--- config.mk ---
export PLATFORM = sky130hd
export DESIGN_NAME = url_percent_decoder_top
export DESIGN_NICKNAME = d
export VERILOG_FILES = /design/src/upd_pkg.sv /design/src/upd_front.sv /design/src/upd_queue.sv /design/src/upd_back.sv /design/src/url_percent_decoder_top.sv
export SDC_FILE = /design/constraint.sdc
export NUM_CORES = 1
export LEC_CHECK = 0
export BUFFER_PORTS_ARGS = -buffer_cell sky130_fd_sc_hd__buf_2
export CAP_MARGIN = 25
export CORE_UTILIZATION = 53
export DETAILED_ROUTE_END_ITERATION = 12
export GPL_TIMING_DRIVEN = 0
export PLACE_DENSITY = 0.85
export SYNTH_ARGS = -nofsm -noshare
export SYNTH_HDL_FRONTEND = slang
export SYNTH_SLANG_ARGS = --single-unit
export TNS_END_PERCENT = 50
--- constraint.sdc ---
create_clock -name clk -period 2.5 [get_ports clk]
set_input_delay 0.125 -clock clk [delete_from_list [all_inputs] [get_ports clk]]
set_output_delay 0.125 -clock clk [all_outputs]
set_load 0.01 [all_outputs]
--- src/upd_pkg.sv ---
// shared types and constants for the url percent decoder
package upd_pkg;

  localparam int UPD_QUEUE_DEPTH = 2;

  localparam logic [7:0] CH_PLUS    = 8'h2B;
  localparam logic [7:0] CH_SPACE   = 8'h20;
  localparam logic [7:0] CH_PERCENT = 8'h25;

  // one queue entry holds every decoded byte that one input word yields
  typedef struct packed {
    logic       two;    // second byte valid
    logic [7:0] b0;     // first byte out
    logic [7:0] b1;     // second byte out
    logic       last;   // entry comes from the final input word
  } upd_entry_t;

  typedef struct packed {
    logic       push;
    upd_entry_t entry;
  } upd_push_t;

endpackage

--- src/upd_front.sv ---
// front end: escape tracking and classification of each input byte
module upd_front (
  input  logic             clk,
  input  logic             rst,
  input  logic             in_valid,
  input  logic             in_ready,
  input  logic [7:0]       in_byte,
  input  logic             in_last,
  output upd_pkg::upd_push_t push
);
  import upd_pkg::*;

  typedef enum logic [2:0] {
    PH_IDLE  = 3'b001,
    PH_PCT   = 3'b010,
    PH_DIGIT = 3'b100
  } phase_t;

  phase_t     phase, phase_next;
  logic [7:0] held_digit, held_digit_next;

  logic       is_digit, is_hex;
  logic       accept;
  logic [7:0] plain_val;
  logic       plain_emit;
  logic       plain_pct;
  upd_entry_t entry;
  logic       emit;

  function automatic logic [3:0] hex_val(input logic [7:0] c);
    logic [3:0] v;
    if (c <= 8'h39) begin
      v = c[3:0];
    end else begin
      v = c[3:0] + 4'd9;
    end
    return v;
  endfunction

  assign accept   = in_valid && in_ready;
  assign is_digit = in_byte inside {[8'h30:8'h39]};
  assign is_hex   = is_digit || (in_byte inside {[8'h61:8'h66]})
                             || (in_byte inside {[8'h41:8'h46]});

  // handling of a byte outside any escape
  always_comb begin
    plain_pct  = 1'b0;
    plain_emit = 1'b1;
    plain_val  = in_byte;
    if (in_byte == CH_PLUS) begin
      plain_val = CH_SPACE;
    end else if (in_byte == CH_PERCENT) begin
      plain_emit = 1'b0;
      plain_pct  = 1'b1;
    end
  end

  always_comb begin
    phase_next      = PH_IDLE;
    held_digit_next = held_digit;
    entry.two       = 1'b0;
    entry.b0        = plain_val;
    entry.b1        = plain_val;
    entry.last      = in_last;
    emit            = plain_emit;
    case (phase)
      PH_DIGIT: begin
        emit = 1'b1;
        if (is_hex) begin
          entry.b0 = {hex_val(held_digit), hex_val(in_byte)};
        end else begin
          // broken escape: held digit goes out as is, then the byte unless it opens a new escape
          entry.b0  = held_digit;
          entry.two = plain_emit;
          if (plain_pct) begin
            phase_next = PH_PCT;
          end
        end
      end
      PH_PCT: begin
        if (is_hex && !in_last) begin
          held_digit_next = in_byte;
          phase_next      = PH_DIGIT;
          emit            = 1'b0;
        end else if (plain_pct) begin
          phase_next = PH_PCT;
        end
      end
      default: begin
        if (plain_pct) begin
          phase_next = PH_PCT;
        end
      end
    endcase
    if (in_last) begin
      phase_next      = PH_IDLE;
      held_digit_next = 8'h00;
    end
  end

  assign push.push  = accept && emit;
  assign push.entry = entry;

  always_ff @(posedge clk) begin
    if (rst) begin
      phase      <= PH_IDLE;
      held_digit <= 8'h00;
    end else if (accept) begin
      phase      <= phase_next;
      held_digit <= held_digit_next;
    end
  end

endmodule

--- src/upd_queue.sv ---
// short queue of decoded entries between front and back
module upd_queue #(
  parameter int DEPTH = upd_pkg::UPD_QUEUE_DEPTH
) (
  input  logic               clk,
  input  logic               rst,
  input  upd_pkg::upd_push_t push,
  output logic               not_full,
  output logic               head_valid,
  output upd_pkg::upd_entry_t head,
  input  logic               pop
);
  import upd_pkg::*;

  localparam int AW = (DEPTH > 1) ? $clog2(DEPTH) : 1;
  localparam int CW = $clog2(DEPTH + 1);

  upd_entry_t    mem [DEPTH];
  logic [AW-1:0] wr_ptr, rd_ptr;
  logic [CW-1:0] count, count_next;
  logic          do_push, do_pop;

  assign not_full   = (count != CW'(DEPTH));
  assign head_valid = (count != '0);
  assign head       = mem[rd_ptr];
  assign do_push    = push.push && not_full;
  assign do_pop     = pop && head_valid;

  always_comb begin
    count_next = count;
    if (do_push && !do_pop) begin
      count_next = count + CW'(1);
    end else if (do_pop && !do_push) begin
      count_next = count - CW'(1);
    end
  end

  always_ff @(posedge clk) begin
    if (rst) begin
      wr_ptr <= '0;
      rd_ptr <= '0;
      count  <= '0;
    end else begin
      count <= count_next;
      if (do_push) begin
        wr_ptr <= (wr_ptr == AW'(DEPTH - 1)) ? '0 : wr_ptr + AW'(1);
      end
      if (do_pop) begin
        rd_ptr <= (rd_ptr == AW'(DEPTH - 1)) ? '0 : rd_ptr + AW'(1);
      end
    end
  end

  always_ff @(posedge clk) begin
    if (do_push) begin
      mem[wr_ptr] <= push.entry;
    end
  end

`ifndef SYNTHESIS
  a_count_range: assert property (@(posedge clk) disable iff (rst)
    count <= CW'(DEPTH))
    else $error("queue count beyond depth");

  a_push_not_full: assert property (@(posedge clk) disable iff (rst)
    push.push |-> not_full)
    else $error("entry pushed while queue full");

  a_count_step: assert property (@(posedge clk) disable iff (rst)
    (do_push && !do_pop) |=> count == $past(count) + CW'(1))
    else $error("queue count did not follow a push");
`endif

endmodule

--- src/upd_back.sv ---
// back end: sends the one or two bytes of each queue entry as words
module upd_back (
  input  logic                clk,
  input  logic                rst,
  input  logic                head_valid,
  input  upd_pkg::upd_entry_t head,
  output logic                pop,
  output logic                out_valid,
  input  logic                out_ready,
  output logic [7:0]          out_byte,
  output logic                run_last,
  output logic                string_end
);
  import upd_pkg::*;

  logic sel, sel_next;
  logic fire, final_word;

  assign out_valid  = head_valid;
  assign fire       = out_valid && out_ready;
  assign final_word = !head.two || sel;
  assign out_byte   = sel ? head.b1 : head.b0;
  assign run_last   = final_word;
  assign string_end = final_word && head.last;
  assign pop        = fire && final_word;

  always_comb begin
    sel_next = sel;
    if (fire) begin
      sel_next = !final_word;
    end
  end

  always_ff @(posedge clk) begin
    if (rst) begin
      sel <= 1'b0;
    end else begin
      sel <= sel_next;
    end
  end

endmodule

--- src/url_percent_decoder_top.sv ---
// top level of the url percent decoder: front, queue and back joined
// a decoded byte is registered in the queue before it is offered
// throughput: one input word per cycle while the queue is not full; a word
// that yields two bytes goes out as two output words and can stall the input
// words that yield no byte (a percent sign or first hex digit) emit nothing
// reset (rst, synchronous) clears the escape phase, the queue and the back end
module url_percent_decoder_top #(
  parameter int QUEUE_DEPTH = upd_pkg::UPD_QUEUE_DEPTH
) (
  input  logic       clk,
  input  logic       rst,
  input  logic       s_tvalid,
  output logic       s_tready,
  input  logic [7:0] s_tdata,   // [7:0] in_byte
  input  logic       s_tlast,   // in_last
  output logic       m_tvalid,
  input  logic       m_tready,
  output logic [7:0] m_tdata,   // [7:0] out_byte
  output logic       m_tlast,   // run_last
  output logic       m_tuser    // [0] string_end
);
  import upd_pkg::*;

  upd_push_t  push;
  upd_entry_t head;
  logic       not_full, head_valid, pop;

  assign s_tready = not_full;

  upd_front u_front (
    .clk      (clk),
    .rst      (rst),
    .in_valid (s_tvalid),
    .in_ready (s_tready),
    .in_byte  (s_tdata),
    .in_last  (s_tlast),
    .push     (push)
  );

  upd_queue #(
    .DEPTH (QUEUE_DEPTH)
  ) u_queue (
    .clk        (clk),
    .rst        (rst),
    .push       (push),
    .not_full   (not_full),
    .head_valid (head_valid),
    .head       (head),
    .pop        (pop)
  );

  upd_back u_back (
    .clk        (clk),
    .rst        (rst),
    .head_valid (head_valid),
    .head       (head),
    .pop        (pop),
    .out_valid  (m_tvalid),
    .out_ready  (m_tready),
    .out_byte   (m_tdata),
    .run_last   (m_tlast),
    .string_end (m_tuser)
  );

endmodule

==> reports/metrics.csv <==
stage,metric,value,unit
die,FP Rows,25,
min_path,type of the most critical hold path,input port to register,
logic_synthesis,most frequent cell after synthesis,edfxtp_1,
global_routing,Tot GR Track Use,23.1,%
layout,Final #Nets,282,
logic_synthesis,Synth top area share,39.8,%
global_routing,initial antenna violation count,0,
placement,GP Congestion,0.895,
detailed_routing,DRC errors left,0,
cts,CTS tree,done,
setup_path,CP Capture Type,register,
sta,clock period minus worst slack,2210,ps
global_routing,GRT overflow,0,
cts,clk_lat worst skew,310,ps
detailed_routing,post-route ant nets,0,
setup_path,CP required,2740,ps
sta,final setup margin,287,ps
placement,dpl hpwl,3870,um
power,Clk pwr share,21.6,%
power,net load switching power,631,uW
min_path,hold wc startpoint,s_tlast,
sta,final setup vio count,0,
setup_path,flop-to-flop setup slack,290,ps
die,Top Ports,25,
setup_path,CP endpoint,u_queue.count[1]$_SDFFE_PP0P_,
layout,antenna cells,0,
sta,fmax,452,MHz
die,Initial Utilization,56.4,%
detailed_routing,wire per inst,17.3,um
layout,Final Non-Filler Cells,330,
logic_synthesis,"area leader, netlist",edfxtp_1,
power,Int Pwr,1520,uW
setup_path,worst path arrival time,2460,ps
cts,H-Tree Depth,2,
power,Max rail drop VDD,0.000472,V
die,Die H,73.6,um
cts,CTS Buffer Depth,2,
sta,worst-case clock skew,13.3,ps
logic_synthesis,Post-synth ARST share,0,%
setup_path,slowest cell on the critical path,nor2_2,
die,Die Width,73.6,um
logic_synthesis,"Seq/Total Area, Yosys",52.3,%
flow_run,Max Cap Violations,0,
power,leakage power total,0.00105,uW
global_routing,vias in the first global route,1930,
power,sw frac,29.4,%
setup_path,worst reg2reg endpoint,u_queue.count[1]$_SDFFE_PP0P_,
global_routing,largest net degree at the start of global routing,19,
setup_path,worst r2r path cells,7,
cts,CTS Buf Count,5,
detailed_routing,via count,1980,
setup_path,origin of the critical flop-to-flop path,u_front.phase[2]$_SDFFE_PP0P_,
placement,PortBufs,21,
sta,Min Hold Slack,37.2,ps
logic_synthesis,Post-Syn Area per Cell,11.7,um2
logic_synthesis,"EDFF count, synth",36,
power,Reg power frac,51.3,%
global_routing,first-pass GRT wire length,9130,um
sta,Final period util,88.5,%
logic_synthesis,"top cells by area, synth","edfxtp_1 (40%), dfxtp_1 (13%), mux4_2 (6.6%)",
logic_synthesis,Post-Synthesis Cells,233,
outcome,status,"complete, no violations",
sta,Worst Tran Pin Value,672,ps
power,Comb pwr share,27.1,%
cts,clock slew at reported path FFs,90,ps
power,Tot Pwr,2150,uW
logic_synthesis,yosys warns,0,
cts,CTS sink cnt,53,
sta,slew margin rel.,55.2,%
setup_path,critical path class,register to register,
layout,layout cells sized above 1,20.2,%
setup_path,CP max stage delay,410,ps
logic_synthesis,"Top FF cell, synth",edfxtp_1,
die,DIE AREA,5420,um2
sta,final hold vios,0,
setup_path,Critical Path Fanout Max,9,
logic_synthesis,synth cell count leaders,"edfxtp_1 (36), nand2_1 (21), dfxtp_1 (17), nor2_1 (17), o21ai_0 (11)",
detailed_routing,drt total wl,5720,um
cts,Clock Tree Root,clkbuf_8,
logic_synthesis,"flops & latches, synth",53,
setup_path,CP startpoint kind,register,
detailed_routing,Iter 0 DRT Violations,157,
logic_synthesis,syn_nets,253,
sta,unrepaired setup endpoints after global routing,no,
detailed_routing,TritonRoute pass-1 iters,8,
setup_path,crit path launch,u_front.phase[2]$_SDFFE_PP0P_,
die,core area,4820,um2
detailed_routing,routed vias/inst,6.00,
power,pwr dens,715,nW/um2
logic_synthesis,post-synth cell types,51,
placement,Inst Count DP,322,
layout,Area Growth Syn to Fin,10.6,%
sta,final slew viol count,0,
placement,dpl ws,-235,ps
logic_synthesis,synthesized area,2720,um2
setup_path,worst path cell trace,"nor2_1, nand2_1, nor2_2, a221oi_4, ha_1, or3_1, a21oi_1",
==> flip-flops by register name, summed over array words and instances (netlist names), named ones only <==
register / count
u_front.phase: 3
u_front.held_digit: 8
u_queue.wr_ptr: 1
u_back.sel: 1
u_queue.mem: 36
u_queue.rd_ptr: 1
u_queue.count: 2
==> worst max-delay path, delay by kind of cell, from the launching register on <==
family,cells,cell delay (ps)
adders and majority gates,1,340
and+or+nand+nor,4,1170
AOI/OAI and AO/OA,2,290
DFF,1,340
==> power groups by stage <==
stage          clock network (uW)  logic, uW  registers, uW
3_3_place_gp                    0        550           1120
4_1_cts                       465        583           1100
2_1_floorplan                   0        403           1110
3_5_place_dp                    0        580           1120
6_report                      465        582           1100
5_1_grt                       503        641           1110
==> area by class of cell <==
type | instances | area [um2]
tap | 67 | 83.8
sequential | 53 | 1420
fill | 408 | 1810
clock inverter | 1 | 5.00
multi-input combinational | 158 | 1180
timing repair buffer | 22 | 120
clock buffer | 7 | 76.3
buffer | 17 | 98.8
inverter | 5 | 18.8
==> worst min path at each step <==
stage / to / slack [ps] / cells after the start
2_1_floorplan: u_queue.mem[0][0]$_DFFE_PP_ / 220 / 0
3_3_place_gp: u_queue.mem[0][0]$_DFFE_PP_ / 360 / 1
3_5_place_dp: u_queue.mem[1][0]$_DFFE_PP_ / 360 / 1
4_1_cts: u_queue.mem[1][0]$_DFFE_PP_ / 40 / 1
5_1_grt: u_queue.mem[1][0]$_DFFE_PP_ / 50 / 1
6_report: u_queue.mem[1][0]$_DFFE_PP_ / 40 / 1
==> routing by layer <==
metal  global-route usage (%)  wire length (um)  up-vias
met1                     27.5              2330      951
met5                        0                 0        -
li1                         -                 -      928
met2                     39.7              2880       81
met4                     12.0               199        0
met3                     4.53               299       20
==> per-stage QoR <==
stage	utilization, %	instance area, um2	TNS [ps]
after floorplan	-	2720	0
after global placement	60.3	2910	-16470
after detailed placement	60.7	2920	-4220
after CTS	62.4	3000	0
after global routing	62.4	3010	0
final	62.4	3010	0
==> layout by cell type, fill, tap and decap left out, drive strengths merged, types with 2 or more instances in the layout <==
master,instances
a21oi,9
a311o,2
a31oi,7
and2,5
and4b,2
buf,30
clkbuf,16
dfxtp,17
edfxtp,36
ha,7
inv,5
mux2,4
mux2i,7
mux4,8
nand2,21
nand2b,4
nand3,4
nand3b,2
nand4,8
nand4b,2
nor2,18
nor2b,7
nor3,3
o21a,2
o21ai,12
o21bai,4
o31ai,2
or2,3
xor2,3
==> what timing repair did <==
item / CTS / global route
buffers inserted: 0 / 0
hold buffers: 0 / 0
gates resized for setup: 0 / 1
setup endpoints to repair: 0 / 18
==> cells by family after synthesis <==
kind of cell / Yosys count / share of synthesized area (%)
flops: 53 / 52.3
simple gates: 83 / 16.6
fa+ha+maj: 7 / 3.22
buf+inv: 22 / 4.33
mux: 19 / 10.9
compound gates: 45 / 11.4
xor+xnor: 4 / 1.29
(Power assumes the default switching activity.)
